[src/hw/rtl/clc_pkg.sv]
// shared types and codes for the circular list engine
package clc_pkg;

  // action codes carried by an input transaction
  typedef enum logic [1:0] {
    ACT_INSERT  = 2'd0,
    ACT_DELETE  = 2'd1,
    ACT_SEARCH  = 2'd2,
    ACT_REVERSE = 2'd3
  } act_t;

  // status codes carried by a result transaction
  typedef enum logic [1:0] {
    ST_DONE   = 2'd0,
    ST_FULL   = 2'd1,
    ST_ABSENT = 2'd2
  } stat_t;

  localparam int unsigned VALUE_W = 32;
  localparam int unsigned COUNT_W = 7;

  typedef struct packed {
    act_t                      action;
    logic signed [VALUE_W-1:0] value;
  } in_item_t;

  typedef struct packed {
    logic               found;
    stat_t              status;
    logic [COUNT_W-1:0] entry_count;
  } out_item_t;

endpackage

[src/hw/rtl/clc_mem.sv]
// entry store: one write port, one read port with registered read data
module clc_mem #(
  parameter int unsigned DEPTH = 64,
  parameter int unsigned AW    = 6
) (
  input  logic                         clk,
  input  logic                         we,
  input  logic [AW-1:0]                waddr,
  input  logic [clc_pkg::VALUE_W-1:0]  wdata,
  input  logic                         re,
  input  logic [AW-1:0]                raddr,
  output logic [clc_pkg::VALUE_W-1:0]  rdata
);
  import clc_pkg::*;

  logic [VALUE_W-1:0] entries_r [DEPTH];
  logic [VALUE_W-1:0] rdata_r;

  // write port
  always_ff @(posedge clk) begin
    if (we) begin
      entries_r[waddr] <= wdata;
    end
  end

  // read port, registered read data
  always_ff @(posedge clk) begin
    if (re) begin
      rdata_r <= entries_r[raddr];
    end
  end

  assign rdata = rdata_r;

endmodule

[src/hw/rtl/clc_ctrl.sv]
// sequencer: walks the entry store for each action and builds the result
module clc_ctrl #(
  parameter int unsigned CAPACITY = 64,
  parameter int unsigned AW       = 6,
  parameter int unsigned CW       = 7
) (
  input  logic                        clk,
  input  logic                        rst_n,
  input  logic                        in_valid,
  output logic                        in_ready,
  input  clc_pkg::in_item_t           in_data,
  output logic                        res_valid,
  input  logic                        res_ready,
  output clc_pkg::out_item_t          res_data,
  output logic                        mem_we,
  output logic [AW-1:0]               mem_waddr,
  output logic [clc_pkg::VALUE_W-1:0] mem_wdata,
  output logic                        mem_re,
  output logic [AW-1:0]               mem_raddr,
  input  logic [clc_pkg::VALUE_W-1:0] mem_rdata
);
  import clc_pkg::*;

  localparam logic [AW:0]   CAP_W = (AW+1)'(CAPACITY);
  localparam logic [CW-1:0] CAP_C = CW'(CAPACITY);

  typedef enum logic [3:0] {
    S_IDLE = 4'b0001,
    S_EXEC = 4'b0010,
    S_SCAN = 4'b0100,
    S_DONE = 4'b1000
  } state_t;

  state_t             state_r, state_nxt;
  act_t               act_r, act_nxt;
  logic [VALUE_W-1:0] key_r, key_nxt;
  logic [CW-1:0]      count_r, count_nxt;
  logic [AW-1:0]      base_r, base_nxt;
  logic               dir_r, dir_nxt;
  logic [CW-1:0]      rd_idx_r, rd_idx_nxt;
  logic [AW-1:0]      cmp_idx_r, cmp_idx_nxt;
  logic               rd_pend_r, rd_pend_nxt;
  logic               hit_r, hit_nxt;
  out_item_t          res_r, res_nxt;
  logic [CW-1:0]      cnt_m1;
  logic [CW-1:0]      cnt_p1;
  logic               match;

  // logical position to physical address: base plus or minus index, modulo capacity
  function automatic logic [AW-1:0] phys(input logic [AW-1:0] idx,
                                         input logic [AW-1:0] base,
                                         input logic          dir);
    logic [AW:0] sum;
    logic [AW:0] sum_wrap;
    logic [AW:0] dif;
    logic [AW:0] dif_wrap;
    begin
      sum      = {1'b0, base} + {1'b0, idx};
      sum_wrap = sum - CAP_W;
      dif      = {1'b0, base} - {1'b0, idx};
      dif_wrap = dif + CAP_W;
      if (!dir) begin
        phys = (sum >= CAP_W) ? sum_wrap[AW-1:0] : sum[AW-1:0];
      end else begin
        phys = (base < idx) ? dif_wrap[AW-1:0] : dif[AW-1:0];
      end
    end
  endfunction

  assign cnt_m1 = count_r - CW'(1);
  assign cnt_p1 = count_r + CW'(1);
  assign match  = (mem_rdata == key_r);

  // next-state logic
  always_comb begin
    state_nxt   = state_r;
    act_nxt     = act_r;
    key_nxt     = key_r;
    count_nxt   = count_r;
    base_nxt    = base_r;
    dir_nxt     = dir_r;
    rd_idx_nxt  = rd_idx_r;
    cmp_idx_nxt = cmp_idx_r;
    rd_pend_nxt = rd_pend_r;
    hit_nxt     = hit_r;
    res_nxt     = res_r;
    mem_we      = 1'b0;
    mem_waddr   = '0;
    mem_wdata   = '0;
    mem_re      = 1'b0;
    mem_raddr   = '0;

    case (state_r)
      S_IDLE: begin
        if (in_valid) begin
          act_nxt     = in_data.action;
          key_nxt     = in_data.value;
          hit_nxt     = 1'b0;
          rd_idx_nxt  = '0;
          rd_pend_nxt = 1'b0;
          if (in_data.action inside {ACT_INSERT, ACT_REVERSE}) begin
            state_nxt = S_EXEC;
          end else begin
            state_nxt = S_SCAN;
          end
        end
      end

      S_EXEC: begin
        res_nxt.found = 1'b0;
        if (act_r == ACT_INSERT) begin
          if (count_r < CAP_C) begin
            // append at the tail position
            mem_we              = 1'b1;
            mem_waddr           = phys(count_r[AW-1:0], base_r, dir_r);
            mem_wdata           = key_r;
            count_nxt           = cnt_p1;
            res_nxt.status      = ST_DONE;
            res_nxt.entry_count = COUNT_W'(cnt_p1);
          end else begin
            res_nxt.status      = ST_FULL;
            res_nxt.entry_count = COUNT_W'(count_r);
          end
        end else begin
          // reverse: old tail becomes head, walking direction flips
          if (count_r != '0) begin
            base_nxt = phys(cnt_m1[AW-1:0], base_r, dir_r);
            dir_nxt  = ~dir_r;
          end
          res_nxt.status      = ST_DONE;
          res_nxt.entry_count = COUNT_W'(count_r);
        end
        state_nxt = S_DONE;
      end

      S_SCAN: begin
        // issue the next read, one entry per cycle
        if (rd_idx_r < count_r) begin
          mem_re      = 1'b1;
          mem_raddr   = phys(rd_idx_r[AW-1:0], base_r, dir_r);
          cmp_idx_nxt = rd_idx_r[AW-1:0];
          rd_idx_nxt  = rd_idx_r + CW'(1);
          rd_pend_nxt = 1'b1;
        end else begin
          rd_pend_nxt = 1'b0;
        end

        // compare returned data; delete closes the gap behind the walk
        if (rd_pend_r) begin
          if (act_r == ACT_DELETE) begin
            if (hit_r) begin
              mem_we    = 1'b1;
              mem_waddr = phys(cmp_idx_r - AW'(1), base_r, dir_r);
              mem_wdata = mem_rdata;
            end else if (match) begin
              hit_nxt = 1'b1;
            end
          end else if (match) begin
            res_nxt.found       = 1'b1;
            res_nxt.status      = ST_DONE;
            res_nxt.entry_count = COUNT_W'(count_r);
            state_nxt           = S_DONE;
          end
        end else if (rd_idx_r == count_r) begin
          // walk finished with nothing outstanding
          if (act_r == ACT_DELETE) begin
            res_nxt.found = hit_r;
            if (hit_r) begin
              count_nxt           = cnt_m1;
              res_nxt.status      = ST_DONE;
              res_nxt.entry_count = COUNT_W'(cnt_m1);
            end else begin
              res_nxt.status      = ST_ABSENT;
              res_nxt.entry_count = COUNT_W'(count_r);
            end
          end else begin
            res_nxt.found       = 1'b0;
            res_nxt.status      = ST_DONE;
            res_nxt.entry_count = COUNT_W'(count_r);
          end
          state_nxt = S_DONE;
        end
      end

      S_DONE: begin
        if (res_ready) begin
          state_nxt = S_IDLE;
        end
      end

      default: begin
        state_nxt = S_IDLE;
      end
    endcase
  end

  // control registers
  always_ff @(posedge clk) begin
    if (!rst_n) begin
      state_r   <= S_IDLE;
      count_r   <= '0;
      base_r    <= '0;
      dir_r     <= 1'b0;
      rd_pend_r <= 1'b0;
      hit_r     <= 1'b0;
      rd_idx_r  <= '0;
    end else begin
      state_r   <= state_nxt;
      count_r   <= count_nxt;
      base_r    <= base_nxt;
      dir_r     <= dir_nxt;
      rd_pend_r <= rd_pend_nxt;
      hit_r     <= hit_nxt;
      rd_idx_r  <= rd_idx_nxt;
    end
  end

  // payload registers
  always_ff @(posedge clk) begin
    act_r     <= act_nxt;
    key_r     <= key_nxt;
    cmp_idx_r <= cmp_idx_nxt;
    res_r     <= res_nxt;
  end

  assign in_ready  = (state_r == S_IDLE);
  assign res_valid = (state_r == S_DONE);
  assign res_data  = res_r;

endmodule

[src/hw/rtl/circular_list_engine_top.sv]
// top level of the circular list engine: sequencer, entry store and result register
//
// Holds an ordered list of up to CAPACITY 32-bit values in a single-port-read,
// single-port-write memory addressed as a ring: a head pointer and a walking
// direction map list positions to addresses, so reverse only moves the head
// to the old tail and flips the direction. One transaction is worked on at a
// time. Insert and reverse go from acceptance through an execute state to the
// result being offered. Search and delete walk the list through the memory
// read port, which reads one entry per cycle; search stops at the first match
// and a delete writes each later entry one place back behind the walk. The
// result register lets the next transaction be accepted while a result waits
// to be taken. The memory needs no clearing pass after reset: only entries
// below the entry count are ever read.
module circular_list_engine_top #(
  parameter int unsigned CAPACITY = 64
) (
  input  logic               clk,
  input  logic               rst_n,
  input  logic               in_valid,
  output logic               in_ready,
  input  clc_pkg::in_item_t  in_data,
  output logic               out_valid,
  input  logic               out_ready,
  output clc_pkg::out_item_t out_data
);
  import clc_pkg::*;

  localparam int unsigned AW = $clog2(CAPACITY);
  localparam int unsigned CW = $clog2(CAPACITY + 1);

  logic               res_valid;
  logic               res_ready;
  out_item_t          res_data;
  logic               mem_we;
  logic [AW-1:0]      mem_waddr;
  logic [VALUE_W-1:0] mem_wdata;
  logic               mem_re;
  logic [AW-1:0]      mem_raddr;
  logic [VALUE_W-1:0] mem_rdata;
  logic               out_valid_r, out_valid_nxt;
  out_item_t          out_data_r;

  clc_ctrl #(
    .CAPACITY (CAPACITY),
    .AW       (AW),
    .CW       (CW)
  ) u_ctrl (
    .clk       (clk),
    .rst_n     (rst_n),
    .in_valid  (in_valid),
    .in_ready  (in_ready),
    .in_data   (in_data),
    .res_valid (res_valid),
    .res_ready (res_ready),
    .res_data  (res_data),
    .mem_we    (mem_we),
    .mem_waddr (mem_waddr),
    .mem_wdata (mem_wdata),
    .mem_re    (mem_re),
    .mem_raddr (mem_raddr),
    .mem_rdata (mem_rdata)
  );

  clc_mem #(
    .DEPTH (CAPACITY),
    .AW    (AW)
  ) u_mem (
    .clk   (clk),
    .we    (mem_we),
    .waddr (mem_waddr),
    .wdata (mem_wdata),
    .re    (mem_re),
    .raddr (mem_raddr),
    .rdata (mem_rdata)
  );

  // result register: free when empty or being taken this cycle
  assign res_ready = !out_valid_r || out_ready;

  always_comb begin
    out_valid_nxt = out_valid_r;
    if (res_valid && res_ready) begin
      out_valid_nxt = 1'b1;
    end else if (out_ready) begin
      out_valid_nxt = 1'b0;
    end
  end

  always_ff @(posedge clk) begin
    if (!rst_n) begin
      out_valid_r <= 1'b0;
    end else begin
      out_valid_r <= out_valid_nxt;
    end
  end

  always_ff @(posedge clk) begin
    if (res_valid && res_ready) begin
      out_data_r <= res_data;
    end
  end

  assign out_valid = out_valid_r;
  assign out_data  = out_data_r;

  // one transaction in flight: acceptance closes the input for the next cycle
  a_one_in_flight: assert property (@(posedge clk) disable iff (!rst_n)
    in_valid && in_ready |=> !in_ready)
    else $error("input accepted twice in a row");

  // a found key never comes with a failure status
  a_found_done: assert property (@(posedge clk) disable iff (!rst_n)
    out_valid && out_data.found |-> out_data.status == ST_DONE)
    else $error("found with non-done status");

  // full is reported only at capacity
  a_full_count: assert property (@(posedge clk) disable iff (!rst_n)
    out_valid && out_data.status == ST_FULL |-> out_data.entry_count == COUNT_W'(CAPACITY))
    else $error("full status below capacity");

  // entry count stays within capacity
  a_count_bound: assert property (@(posedge clk) disable iff (!rst_n)
    out_valid |-> (CAPACITY > 127 || out_data.entry_count <= COUNT_W'(CAPACITY)))
    else $error("entry count above capacity");

endmodule

[config.mk]
export PLATFORM = sky130hd
export DESIGN_NAME = circular_list_engine_top
export DESIGN_NICKNAME = d
export VERILOG_FILES = /design/src/hw/rtl/clc_pkg.sv /design/src/hw/rtl/clc_mem.sv /design/src/hw/rtl/clc_ctrl.sv /design/src/hw/rtl/circular_list_engine_top.sv
export SDC_FILE = /design/constraint.sdc
export NUM_CORES = 2
export LEC_CHECK = 0
export BUFFER_PORTS_ARGS = -buffer_cell sky130_fd_sc_hd__buf_4
export CAP_MARGIN = 20
export CORE_MARGIN = 1
export CORE_UTILIZATION = 60
export CTS_BUF_LIST = sky130_fd_sc_hd__clkbuf_2 sky130_fd_sc_hd__clkbuf_4 sky130_fd_sc_hd__clkbuf_8
export CTS_CLUSTER_DIAMETER = 60
export CTS_CLUSTER_SIZE = 10
export DETAILED_ROUTE_END_ITERATION = 8
export PLACE_DENSITY_LB_ADDON = 0.1
export SLEW_MARGIN = 20
export SYNTH_ARGS = -nofsm -noshare
export SYNTH_HDL_FRONTEND = slang
export SYNTH_HIERARCHICAL = 1
export SYNTH_SLANG_ARGS = --single-unit
[constraint.sdc]
create_clock -name clk -period 8.1 [get_ports clk]
set_input_delay 0.81 -clock clk [delete_from_list [all_inputs] [get_ports clk]]
set_output_delay 0.81 -clock clk [all_outputs]
set_load 0.01 [all_outputs]
# After elaboration in Yosys (flattened, before gate mapping)
# Memories as Yosys holds them, arrays and structs flattened. A register that Yosys moved wholly into a read port is not among the register bits.
# Index checks and enable logic that the tools add are counted.
dict set report totals {
  reg_bits 88
  latch_bits 0
  ram_bits 2048
  rom_bits 0
  in_bits 38
  out_inout_bits 12
  wordCells 162
  mem_count 1
}
# memory words word_bits rd rd_ports_with_merged_regs wr line_no
set mem_list {}
lappend mem_list {u_mem.entries_r 64 32 1 1 1 clc_mem.sv:16} ;# logic [VALUE_W-1:0] entries_r [DEPTH];
dict set report classes {
  add_sub_neg 20
  multipliers 0
  div 0
  magnitude_cmp 10
  eq_ne 21
  shift 0
  n_mux 72
  bitwise_logic 2
  n_reduce_logical 19
}
# op count
set ops {}
lappend ops {{32-bit 2-to-1 mux} 5}
lappend ops {{6-bit 2-to-1 mux} 19}
lappend ops {{32-bit case mux with 2 select lines} 1}
lappend ops {{7-bit 2-to-1 mux} 8}
lappend ops {{10-bit 2-to-1 mux} 5}
lappend ops {{32-bit equality test} 1}
lappend ops {{6-bit by 1-bit subtractor with 6-bit output, second input constant} 5}
lappend ops {{6-bit by 6-bit adder with 7-bit output} 4}
lappend ops {{7-bit greater-or-equal comparator, second input constant} 4}
lappend ops {{7-bit case mux with 2 select lines} 2}
lappend ops {{6-bit by 1-bit adder with 6-bit output, second input constant} 4}
lappend ops {{6-bit less-than comparator} 4}
lappend ops {{4-bit 2-to-1 mux} 6}
lappend ops {{6-bit subtractor} 4}
lappend ops {{10-bit case mux with 2 select lines} 1}
lappend ops {{1-bit 2-to-1 mux} 16}
lappend ops {{8-bit 2-to-1 mux} 2}
lappend ops {{2-bit by 1-bit != test with 1-bit output, second input constant} 8}
lappend ops {{4-bit case mux with 4 select lines} 1}
lappend ops {{7-bit by 1-bit adder with 7-bit output, second input constant} 2}
lappend ops {{6-bit case mux with 2 select lines} 1}
lappend ops {{9-bit 2-to-1 mux} 1}
lappend ops {{4-bit AND reduction} 2}
lappend ops {{2-bit nonzero test} 4}
lappend ops {{25 further kinds} 34}

# Logic depth before layout (Yosys ltp)
dict set report logic_depth {
  depth_word 9
  depth_mapped 18
}

# Cells and area by module
# Netlist, hierarchy kept.
# mod n_inst cells_per_inst area_per_inst_um2 seq_area_each_um2
set by_module_without_submodules {}
lappend by_module_without_submodules {clc_mem 1 3572 79221.0 62459.9}
lappend by_module_without_submodules {clc_ctrl 1 544 5378.9 2042.0}
lappend by_module_without_submodules {circular_list_engine_top 1 15 357.8 320.3}

# Worst setup path after synthesis
# OpenSTA, ideal clock, no wires.
dict set report synth_timing {
  path_type {reg2reg}
  startpoint {register u_ctrl.count_r[0]}
  endpoint {memory u_mem.entries_r[44][0] (enable)}
  setup_ps 461
  arrival_ps 5206
  required_ps 7639
  slack_ps 2433
  path_stages_with_launch 15
  cell_sequence {dfxtp_1 > clkbuf_1 > inv_1 > ha_1 > buf_1 > mux2i_1 > ha_1 > a21o_1 > a21oi_1 > o21ai_0 > xnor2_1 > o22ai_1 > clkbuf_1 > nand4b_1 > nor3_1}
}
dict set report synth_via {
  elab_chain_len 7
  elab_cells_between_ends 18
  cone_classes {add/sub (4); order compare (3); mux (11)}
}
# element line_no
set synth_rtl {}
lappend synth_rtl {{start: declaration} clc_ctrl.sv:37} ;# logic [CW-1:0] count_r, count_nxt;
lappend synth_rtl {{start signal: assignment} clc_ctrl.sv:209} ;# count_r <= count_nxt;
lappend synth_rtl {{6-bit by 6-bit adder with 7-bit output / 6-bit subtractor (equally long branches)} {clc_ctrl.sv:58, clc_ctrl.sv:60}}
lappend synth_rtl {{6-bit by 1-bit subtractor with 6-bit output, or another cell as far along} clc_ctrl.sv:59} ;# sum_wrap = sum - CAP_W;
lappend synth_rtl {{6-bit 2-to-1 mux (on tied branches)} {clc_ctrl.sv:63, clc_ctrl.sv:65}}
lappend synth_rtl {{6-bit 2-to-1 mux} clc_ctrl.sv:62} ;# if (!dir) begin
lappend synth_rtl {{6-bit 2-to-1 mux *} clc_ctrl.sv:112} ;# if (count_r < CAP_C) begin
lappend synth_rtl {{6-bit 2-to-1 mux *} clc_ctrl.sv:111} ;# if (act_r == ACT_INSERT) begin
lappend synth_rtl {{6-bit case mux with 2 select lines *} clc_ctrl.sv:93} ;# case (state_r)
lappend synth_rtl {{named net mem_waddr[5]} circular_list_engine_top.sv:35} ;# logic [AW-1:0] mem_waddr;
lappend synth_rtl {{end: declaration} clc_mem.sv:16}
# The timed path passes the listed nets; every way through them passes the cells marked *.

# Worst setup path after layout
dict set report layout_timing {
  startpoint {register u_ctrl.state_r[3]}
  endpoint {memory u_mem.entries_r[23][10] (enable)}
}
dict set report layout_via {
  elab_cells_between_ends 6
  cone_classes {eq/ne (2); mux (4)}
}
# element line_no
set layout_rtl {}
lappend layout_rtl {{start: declaration} clc_ctrl.sv:34} ;# state_t state_r, state_nxt;
lappend layout_rtl {{start signal: assignment} clc_ctrl.sv:208} ;# state_r <= state_nxt;
lappend layout_rtl {{4-bit by 3-bit equality test with 1-bit output / 4-bit by 2-bit equality test with 1-bit output (equally long branches)} clc_ctrl.sv:93}
lappend layout_rtl {{6-bit case mux with 2 select lines *} clc_ctrl.sv:93}
lappend layout_rtl {{named net mem_waddr[1]} circular_list_engine_top.sv:35}
# Marked as above.

==> results.txt <==
status = finished, final reports clean
Worst path top cell family by delay = simple AND/OR/NAND/NOR gates
fin nets = 4438
crit path launch type = flop
synth unique cells = 77
multi-input logic area = 19400 um^2
synthesized area = 85000 um^2
All-Layer GR Usage = 31.1%
leading area contributor after synthesis = edfxtp_1
worst slew pin tran = 1.23 ns
Initial Utilization = 60.7%
synth top area cells = edfxtp_1 76%, mux4_2 12%, mux2i_1 1.6%, a22oi_1 0.69%, dfxtp_1 0.66%
top cell type's share of synthesized area = 75.6%
core area = 140000 um^2
Worst Path Arrival = 6.48 ns
worst vdd ir = 0.226 mV
Via density = 6.86
Buf+Inv Stages, Crit Path = 2
DRC = 0
Async S/R FF share, synth = 0%
power per cell area = 208 nW/um^2
DR vias = 43100
Slew HR = 17.2%
post-synthesis sequential area ratio = 76.3%
Setup CP Type = reg -> reg
number of post-CTS setup repair buffers = 0
Initial DRT Pass Iterations = 8
placed cell areas = 88400 um^2
Slew Viols, Final = 0
number of synthesized register bits = 2168
ANT nets after route = 0
number of global-route vias before repair = 41700
die area = 143000 um^2
Syn Area/Cell = 20.6 um^2
Hold Crit Class = in -> reg
register area = 64800 um^2
die height = 378 um
Top cell by count, worst path = buf_4
DR WL/cell = 34.7 um
GPL Wtd Cong = 0.941
CP peak stage delay = 1.05 ns
synthesized instance count = 4131
warning count from the yosys run = 6
fin crit period = 5.80 ns
IO Count = 50
clk_skew = 0.0629 ns
crit share post-route = 71.6%
type of destination of the critical path = flop
CTS tree = yes
Fill cells = 9039
slowest CP cell = nor2_4
Buffers on Ports = 49
DRT Wirelength = 218 mm
count leader, synth = edfxtp_1
area grow syn2layout = 9.06%
Clock Path Buffers = 3
Post-synth top flop = edfxtp_1
cts bufs inserted = 237
Horiz. Die Dim = 378 um
Final WS setup = 2.30 ns
Max Cap Violations = 0
FP Rows = 137
largest net degree at the start of global routing = 92
layout cells sized above 1 = 24.4%
final-report hold violation count = 0
Placement Setup Slack = 2.47 ns
HPWL Detailed = 131 mm
H-tree levels = 4
drt first-iter violations = 5706
CTS root buffer = clkbuf_8
RSZ-0062 raised after global routing = no
initial antenna violation count = 7
commonest cells in the netlist = 2140 x edfxtp_1, 446 x mux4_2, 132 x mux2i_1, 129 x clkbuf_1, 121 x nor2_1
Syn Nets = 4208
Critical Path RT = 8.78 ns
post-route cell area = 92700 um^2
Setup TNS = 0 ns
number of gates resized after CTS = 0
fmax = 0.172 GHz
crit-path cells = or4b_1 > nor2_1 > and3_2 > buf_4 > a22o_1 > nand4_1 > nor2_4 > buf_4
first-pass GRT wire length = 307 mm
Clock Latency Late Sink = 1.00 ns
number of synthesized flops with an enable pin = 2140
leakage = 23.3 nW
grt ovf = 0
# setup viols final = 0
highest fanout seen on the critical path = 34
clock sinks = 2168
Worst-path clk slew = 0.07 ns
[final cells by class]
class,instances,share of cell area [%]
diodes,3,0.00810
clock buffers,251,3.63
flip-flops and latches,2168,70.0
well taps,1876,2.53
repair buffers,229,2.48
inverters,29,0.117
clock inverters,23,0.280
multi-input cells,1696,21.0
[state kept, by name, indices dropped and copies added, names as in the netlist, 2 cells and up]
signal,count
out_data,10
u_mem/entries_r,2048
u_ctrl/cmp_idx_r,6
u_mem/rdata,32
u_ctrl/act_r,2
u_ctrl/key_r,32
u_ctrl/res_data,10
u_ctrl/state_r,4
u_ctrl/base_r,6
u_ctrl/rd_idx_r,7
u_ctrl/count_r,7
[per-layer routing]
| metal | routed length [um] | GRT usage [%] | part of all wire (%) | vias to the layer above |
|---|---|---|---|---|
| met5 | 50 | 0.0343 | 0.023 | - |
| met4 | 8120 | 11.4 | 3.7 | 8 |
| met3 | 25600 | 9.21 | 12 | 386 |
| met2 | 97600 | 44.6 | 45 | 2456 |
| met1 | 86200 | 45.6 | 40 | 22700 |
| li1 | - | - | - | 17500 |
[final timing paths]
kind | start | to | slack (ns) | cells after the start
max | u_ctrl/state_r[3] | u_mem/entries_r[23][10] | 2.30 | 8
max reg2reg | u_ctrl/state_r[3] | u_mem/entries_r[23][10] | 2.30 | 8
min | rst_n | u_ctrl/count_r[1] | 0.17 | 2
min reg2reg | u_ctrl/res_data[8] | out_data[8] | 0.42 | 0
[kinds of logic (layout without fill, tap and decap cells)]
logic type / Yosys count / after routing / synth area share [%]
AOI/OAI and AO/OA: 436 / 436 / 3.65
xor gates and xnor gates: 83 / 83 / 0.856
adders and majority gates: 39 / 39 / 0.610
buffers and inverters: 267 / 532 / 1.64
DFF: 2168 / 2168 / 76.3
muxes: 600 / 600 / 13.7
other: 0 / 3 / 0
and+or+nand+nor: 538 / 538 / 3.27
[what timing repair did]
action                     4_1_cts  5_1_grt
hold endpoints to repair        35        0
hold buffers                    35        0
setup endpoints to repair        0        0
[cell usage in the layout (no fill, tap or decap), drive strengths merged, types with 38 or more instances in the layout]
cell,instances
edfxtp,2140
mux4,446
clkbuf,251
buf,194
mux2i,132
nor2,122
nand2,112
nand3,82
a22oi,78
o22ai,72
o21ai,60
nand4,48
xor2,45
o221ai,45
inv,44
a21oi,41
xnor2,38
[report_power, final]
| group | switching (mW) | total [mW] | internal (mW) |
|---|---|---|---|
| sequential | 0.138 | 12.4 | 12.3 |
| clock | 3.60 | 6.34 | 2.74 |
| combinational | 0.329 | 0.485 | 0.156 |
[per-stage QoR]
step | hold WS [ns] | utilization [%] | std cells | total power [mW]
6_report | 0.170 | 66.2 | 6275 | 19.2
5_1_grt | 0.123 | 66.2 | 6273 | 19.8
4_1_cts | 0.0739 | 65.9 | 6259 | 19.3
3_5_place_dp | 0.407 | 63.1 | 5950 | 13.1
3_3_place_gp | 0.402 | 62.9 | 5939 | 13.1
2_1_floorplan | 0.400 | - | 4131 | 12.8
Power figures use the tool's default switching activity.
